[src/rtl/esa_pkg.sv]
package esa_pkg;

    localparam int MAX_PAIRS   = 65536;
    localparam int SAMPLE_W    = 32;
    localparam int CNT_W       = $clog2(MAX_PAIRS + 1);
    localparam int ABS_W       = 48;
    localparam int SQ_W        = 64;
    localparam int WIDE_W      = 96;
    localparam int ACC_W       = 14;
    localparam int STAT_W      = 2;
    localparam int PERCENT_SQ  = 10000;

    // iteration counts of the shared unit
    localparam int MUL_STEPS   = SQ_W;
    localparam int DIV_STEPS   = WIDE_W;
    localparam int SQRT_STEPS  = SQ_W / 2;
    localparam int STEP_W      = $clog2(DIV_STEPS);

    typedef enum logic [STAT_W-1:0] {
        STAT_OK        = 2'd0,
        STAT_SINGLE    = 2'd1,
        STAT_SATURATED = 2'd2
    } t_status;

    typedef enum logic [1:0] {
        OP_MUL,
        OP_DIV,
        OP_SQRT
    } t_op;

    typedef enum logic [3:0] {
        FS_IDLE,
        FS_ACC_MUL,
        FS_ACC_DIV,
        FS_MAE_DIV,
        FS_RMS_DIV,
        FS_RMS_SQRT,
        FS_BIG_MUL,
        FS_S2_MUL,
        FS_DEV_DIV1,
        FS_DEV_DIV2,
        FS_DEV_SQRT,
        FS_OUT
    } t_fin_state;

    typedef struct packed {
        logic              start;
        t_op               op;
        logic [WIDE_W-1:0] opa;
        logic [SQ_W-1:0]   opb;
    } t_unit_cmd;

    typedef struct packed {
        logic [CNT_W-1:0] pairs;
        logic [CNT_W-1:0] match_cnt;
        logic [ABS_W-1:0] abs_sum;
        logic [SQ_W-1:0]  sq_sum;
        logic             ovf;
    } t_accum_sums;

endpackage

[src/rtl/esa_accum.sv]
module esa_accum import esa_pkg::*; (
    input  logic                i_clk,
    input  logic                i_rst_n,
    input  logic                i_take,
    input  logic [SAMPLE_W-1:0] i_sample_a,
    input  logic [SAMPLE_W-1:0] i_sample_b,
    input  logic                i_last,
    input  logic                i_clear,
    output t_accum_sums         o_sums,
    output logic                o_fin
);

    logic signed [SAMPLE_W:0] w_sub;
    logic signed [SAMPLE_W:0] w_mag;
    logic [SQ_W:0]            w_sq_total;

    logic                     r_s1_vld;
    logic                     r_s1_last;
    logic [SAMPLE_W-1:0]      r_s1_diff;
    logic                     r_s2_vld;
    logic                     r_s2_last;
    logic [SAMPLE_W-1:0]      r_s2_diff;
    logic [SQ_W-1:0]          r_s2_sq;
    t_accum_sums              r_sums;
    logic                     r_fin;

    assign w_sub = {i_sample_a[SAMPLE_W-1], i_sample_a} - {i_sample_b[SAMPLE_W-1], i_sample_b};
    assign w_mag = w_sub[SAMPLE_W] ? -w_sub : w_sub;
    assign w_sq_total = {1'b0, r_sums.sq_sum} + {1'b0, r_s2_sq};

    // stage 1: absolute difference
    always_ff @(posedge i_clk) begin
        if (!i_rst_n) begin
            r_s1_vld <= 1'b0;
        end else begin
            r_s1_vld <= i_take;
        end
        if (i_take) begin
            r_s1_diff <= w_mag[SAMPLE_W-1:0];
            r_s1_last <= i_last;
        end
    end

    // stage 2: square
    always_ff @(posedge i_clk) begin
        if (!i_rst_n) begin
            r_s2_vld <= 1'b0;
        end else begin
            r_s2_vld <= r_s1_vld;
        end
        if (r_s1_vld) begin
            r_s2_diff <= r_s1_diff;
            r_s2_sq   <= SQ_W'(r_s1_diff) * SQ_W'(r_s1_diff);
            r_s2_last <= r_s1_last;
        end
    end

    // stage 3: running sums
    always_ff @(posedge i_clk) begin
        if (!i_rst_n || i_clear) begin
            r_sums <= '0;
            r_fin  <= 1'b0;
        end else begin
            r_fin <= r_s2_vld && r_s2_last;
            if (r_s2_vld) begin
                if (r_sums.pairs >= CNT_W'(MAX_PAIRS)) begin
                    r_sums.ovf <= 1'b1;
                end else begin
                    r_sums.pairs   <= r_sums.pairs + 1'b1;
                    r_sums.abs_sum <= r_sums.abs_sum + ABS_W'(r_s2_diff);
                    if (r_s2_diff == '0) begin
                        r_sums.match_cnt <= r_sums.match_cnt + 1'b1;
                    end
                    if (w_sq_total[SQ_W]) begin
                        r_sums.sq_sum <= '1;
                        r_sums.ovf    <= 1'b1;
                    end else begin
                        r_sums.sq_sum <= w_sq_total[SQ_W-1:0];
                    end
                end
            end
        end
    end

    assign o_sums = r_sums;
    assign o_fin  = r_fin;

endmodule

[config.mk]
export PLATFORM = sky130hd
export DESIGN_NAME = esa_accum
export DESIGN_NICKNAME = d
export VERILOG_FILES = /design/src/rtl/esa_pkg.sv /design/src/rtl/esa_accum.sv
export SDC_FILE = /design/constraint.sdc
export NUM_CORES = 2
export LEC_CHECK = 0
export ABC_CLOCK_PERIOD_IN_PS = 8890
export BUFFER_PORTS_ARGS = -buffer_cell sky130_fd_sc_hd__buf_4
export CAP_MARGIN = 20
export CORE_MARGIN = 4
export CORE_UTILIZATION = 54
export DETAILED_ROUTE_END_ITERATION = 8
export GPL_TIMING_DRIVEN = 0
export PLACE_DENSITY_LB_ADDON = 0.2
export SETUP_SLACK_MARGIN = 0.2
export SLEW_MARGIN = 0
export SYNTH_ARGS = -nofsm -noshare
export SYNTH_HDL_FRONTEND = slang
export SYNTH_SLANG_ARGS = --single-unit
[constraint.sdc]
create_clock -name i_clk -period 8.89 [get_ports i_clk]
set_input_delay 0.4445 -clock i_clk [delete_from_list [all_inputs] [get_ports i_clk]]
set_output_delay 0.4445 -clock i_clk [all_outputs]
set_load 0.03 [all_outputs]
==> results_tabular.tex <==
\begin{tabular}{lr}
\hline
Metric & Value \\
\hline
\multicolumn{2}{l}{\textbf{Run status}} \\
\quad Run status & complete, no violations \\
\multicolumn{2}{l}{\textbf{STA}} \\
\quad Total setup violations reported at the end of the flow & 0 \\
\quad Minimum clock period & around 8.6 ns \\
\quad Maximum clock frequency & 116 MHz \\
\quad Headroom to the max-slew limit & 0.302 \\
\quad Measured slew at the worst slew-check pin & 1.04 ns \\
\quad RSZ-0062 raised after global routing & yes \\
\quad Max Transition Viols Final & 0 \\
\quad Worst clock skew & around 0.041 ns \\
\quad Fin crit share & 0.973 \\
\quad Final Hold Viols & 0 \\
\multicolumn{2}{l}{\textbf{Global route}} \\
\quad Number of antenna violations at the first check in global routing & 8 \\
\quad Gr ovfl total & 0 \\
\quad First-pass GRT wire length & 232 mm \\
\quad Global routing met3 resource utilization & 0.0798 \\
\quad GRT Total Usage & 0.340 \\
\quad M2 GR Usage & 0.543 \\
\quad Met1 usage & 0.443 \\
\quad Via count of the first global-routing pass & slightly below 40000 \\
\quad Grt peak-use layer & met2 \\
\quad Pin count of the biggest net entering global routing & 64 \\
\multicolumn{2}{l}{\textbf{Placed design}} \\
\quad Count of input and output buffers & 216 \\
\quad Total half-perimeter wirelength after legalization and detailed placement & around 120 mm \\
\quad Routability congestion estimate & 0.997 \\
\multicolumn{2}{l}{\textbf{Synth}} \\
\quad Leading register cell type out of synthesis & dfxtp\_1 \\
\quad Distinct cell type count after synthesis & 87 \\
\quad Cell type with the largest total area after synthesis & fa\_1 \\
\quad Share of the synthesized area in the top cell type & 0.340 \\
\quad Async set-reset flop share out of synthesis & 0 \\
\quad Synth Instances & about 5100 \\
\quad Share of synthesized cell area in and, or, nand and nor gates & 0.127 \\
\quad Warnings, synthesis & 0 \\
\quad Largest cells by area after synthesis & fa\_1 (34\%), ha\_1 (11\%), inv\_1 (8.5\%), edfxtp\_1 (8.2\%), dfxtp\_1 (6.4\%) \\
\quad Net Count, Synth & about 6400 \\
\quad Avg Inst Size Synth & approximately 9 sq um \\
\quad Share of the synthesized area in compound gates (AO/OA/AOI/OAI) & 0.116 \\
\quad Sequential element share of the synthesized area & 0.146 \\
\quad Count of flip-flops with a built-in enable after synthesis & approximately 130 \\
\quad Post-Synth Adder-Cell Area & 0.454 \\
\quad Seq cells post-synth & 278 \\
\quad Post-Synthesis Cell Area & 46800 sq um \\
\quad Share of synthesized area spent on multiplexers & 0.00219 \\
\quad Post-Synth XOR/XNOR Area & 0.0524 \\
\quad Combinational family with the most area after synthesis & adder cells \\
\multicolumn{2}{l}{\textbf{Final layout}} \\
\quad Fill count & about 7400 \\
\quad Commonest non-fill, non-tap cell in the layout & inv\_1 \\
\quad Final Core Density & 0.616 \\
\quad Leading cell types in the layout, fill and taps excluded & inv\_1 (1049), fa\_1 (784), nand2\_1 (428) \\
\quad Area Overhead vs Synth & 12.7\% \\
\quad Fraction of final layout cells sized beyond drive strength 1 & 0.104 \\
\quad Net count reported at finish & between 6000 and 7000 \\
\multicolumn{2}{l}{\textbf{Worst setup path}} \\
\quad Worst Setup Start Kind & flip-flop \\
\quad Worst-path cell with the longest stage delay & fa\_2 \\
\quad Signal arrival time at the worst endpoint & 8.98 ns \\
\quad Highest net fanout along the worst path & 10 \\
\quad Worst setup path category & reg2reg \\
\quad Required time at the worst-slack endpoint & slightly above 9 ns \\
\quad Setup slack of the worst register-to-register path & 0.24 ns \\
\quad Number of cell instances on the worst register-to-register path & 27 \\
\quad Sort of element at the end of the critical path & flip-flop \\
\quad Endpoint of the worst-slack reg-to-reg timing path & r\_s2\_sq[58]\$\_DFFE\_PP\_ \\
\quad Worst reg2reg startpoint & r\_s1\_diff[3]\$\_DFFE\_PP\_ \\
\quad Delay contributed by the slowest stage of the critical path & roughly 0.58 ns \\
\multicolumn{2}{l}{\textbf{Route}} \\
\quad Final antenna-violating net count & 0 \\
\quad Total via count after detailed routing & 37900 \\
\quad First DRT Iteration DRCs & 3201 \\
\quad Iteration count of the initial detailed-routing pass & 6 \\
\quad Average via count per standard cell & 5.72 \\
\quad Per-cell routed wire length & 23.3 microns \\
\quad Final wirelength & 154 mm \\
\quad Number of remaining DRC errors & 0 \\
\multicolumn{2}{l}{\textbf{CTS}} \\
\quad Deepest clock path buffer count & 3 \\
\quad Clock root buffer & clkbuf\_16 \\
\quad CTS H-tree depth & 1 \\
\quad Cts bufs inserted & 30 \\
\quad Clock tree from TritonCTS & done \\
\quad Clock sink count & 278 \\
\quad Post-CTS clock slew at the launch and capture registers of the worst setup and hold paths & roughly 0.07 ns \\
\quad Clock insertion delay at the later pin of the skew report & 0.61 ns \\
\multicolumn{2}{l}{\textbf{Floorplan}} \\
\quad I/O pin count & roughly 220 \\
\quad Number of standard-cell rows in the floorplan & 107 \\
\quad Starting density of the core & 0.547 \\
\quad Core Region & between 80000 and 90000 sq um \\
\quad Die ar. & 91400 sq um \\
\quad Die span in x & 302 microns \\
\quad Height of the chip & 302 microns \\
\multicolumn{2}{l}{\textbf{Hold path}} \\
\quad End point of the most critical hold path & r\_s1\_vld\$\_SDFF\_PN0\_ \\
\quad Worst hold path startpoint & i\_rst\_n \\
\quad Classification of the worst-slack hold path & in2reg \\
\quad Hold path cells & 2 \\
\multicolumn{2}{l}{\textbf{Flow run}} \\
\quad Reported max-cap violation count & 0 \\
\hline
\end{tabular}
## metrics by stage
| stage | TNS [ns] | hold WS (ns) | std cells | setup WS, ns | instance area (sq um) |
|---|---|---|---|---|---|
| global placement | -50.17 | 0.410 | 6474 | -2.31 | 49800 |
| global route | 0 | 0.0673 | 6618 | 0.0314 | 52700 |
| floorplan | 0 | 0.400 | 5114 | 0.614 | 46800 |
| CTS | 0 | 0.0433 | 6599 | 0.204 | 52300 |
| detailed placement | -49.57 | 0.407 | 6478 | -2.39 | 49900 |
| finish | 0 | 0.0613 | 6626 | 0.244 | 52700 |
## layer usage
metal  wire (microns)  vias up
met5                0        -
met4             9120        0
met3            15700      430
met2            70600     1752
met1            59000    18800
li1                 -    16900
## how the worst max path moves through the flow
stage,from,endpoint,cells after the start
5_1_grt,r_s1_diff[3]$_DFFE_PP_,r_s2_sq[58]$_DFFE_PP_,28
2_1_floorplan,r_s1_diff[2]$_DFFE_PP_,r_s2_sq[58]$_DFFE_PP_,27
4_1_cts,r_s1_diff[22]$_DFFE_PP_,r_s2_sq[63]$_DFFE_PP_,26
6_report,r_s1_diff[3]$_DFFE_PP_,r_s2_sq[58]$_DFFE_PP_,27
3_3_place_gp,r_s1_diff[14]$_DFFE_PP_,r_s2_sq[58]$_DFFE_PP_,28
3_5_place_dp,r_s1_diff[14]$_DFFE_PP_,r_s2_sq[58]$_DFFE_PP_,29
## synth_stat cells (all sizes together) (23+ instances only)
cell type / number
inv: 1056
fa: 794
nand2: 432
ha: 428
a21oi: 298
and2: 262
clkbuf: 202
nor2: 190
o21ai: 183
xnor2: 156
dfxtp: 150
a21o: 128
edfxtp: 128
xor2: 124
nand3: 70
and3: 41
o21bai: 40
nand4: 36
a31oi: 32
nand2b: 32
nor3: 31
nor2b: 28
a211oi: 23
## critical path, delay by kind of cell (launching register included)
kind,cells,cell delay [ns]
flip-flops,1,0.53
adder cells (fa/ha/maj),9,4.40
buffers and inverters,7,0.98
AND/OR/NAND/NOR,5,1.01
AO/OA/AOI/OAI,6,1.44
## layout make-up
cell class,count,area (sq um),share of cell area
plain buffers,209,1420,0.0269
inverters,1057,3990,0.0757
clock buffers,39,833,0.0158
diodes,8,20.0,0.000380
repair buffers,306,2460,0.0467
multi-input cells,3568,35400,0.672
flip-flops and latches,278,6850,0.130
clock inverters,17,303,0.00574
well taps,1144,1430,0.0272
## flip-flops by register name (all words and copies together), names as in the netlist
signal     cells
o_fin          1
r_s2_sq       62
r_s1_diff     32
r_s2_last      1
r_s2_vld       1
o_sums       147
r_s1_vld       1
r_s1_last      1
r_s2_diff     32
## kinds of logic after synthesis
group	after synthesis
buffers and inverters	1268
DFF	278
AOI/OAI and AO/OA	855
and+or+nand+nor	1201
muxes	10
adders and majority gates	1222
xor gates and xnor gates	280
## what timing repair did
| item | CTS | global route |
|---|---|---|
| hold buffers | 1 | 0 |
| hold endpoints to repair | 1 | 0 |
| pin swaps | 9 | 19 |
| endpoints found under the setup margin | 44 | 15 |
| gates resized for setup | 211 | 109 |
| buffers inserted | 66 | 18 |
Power is not shown: default switching activity piles up to over one toggle a cycle in this logic, so the estimate is an artifact.
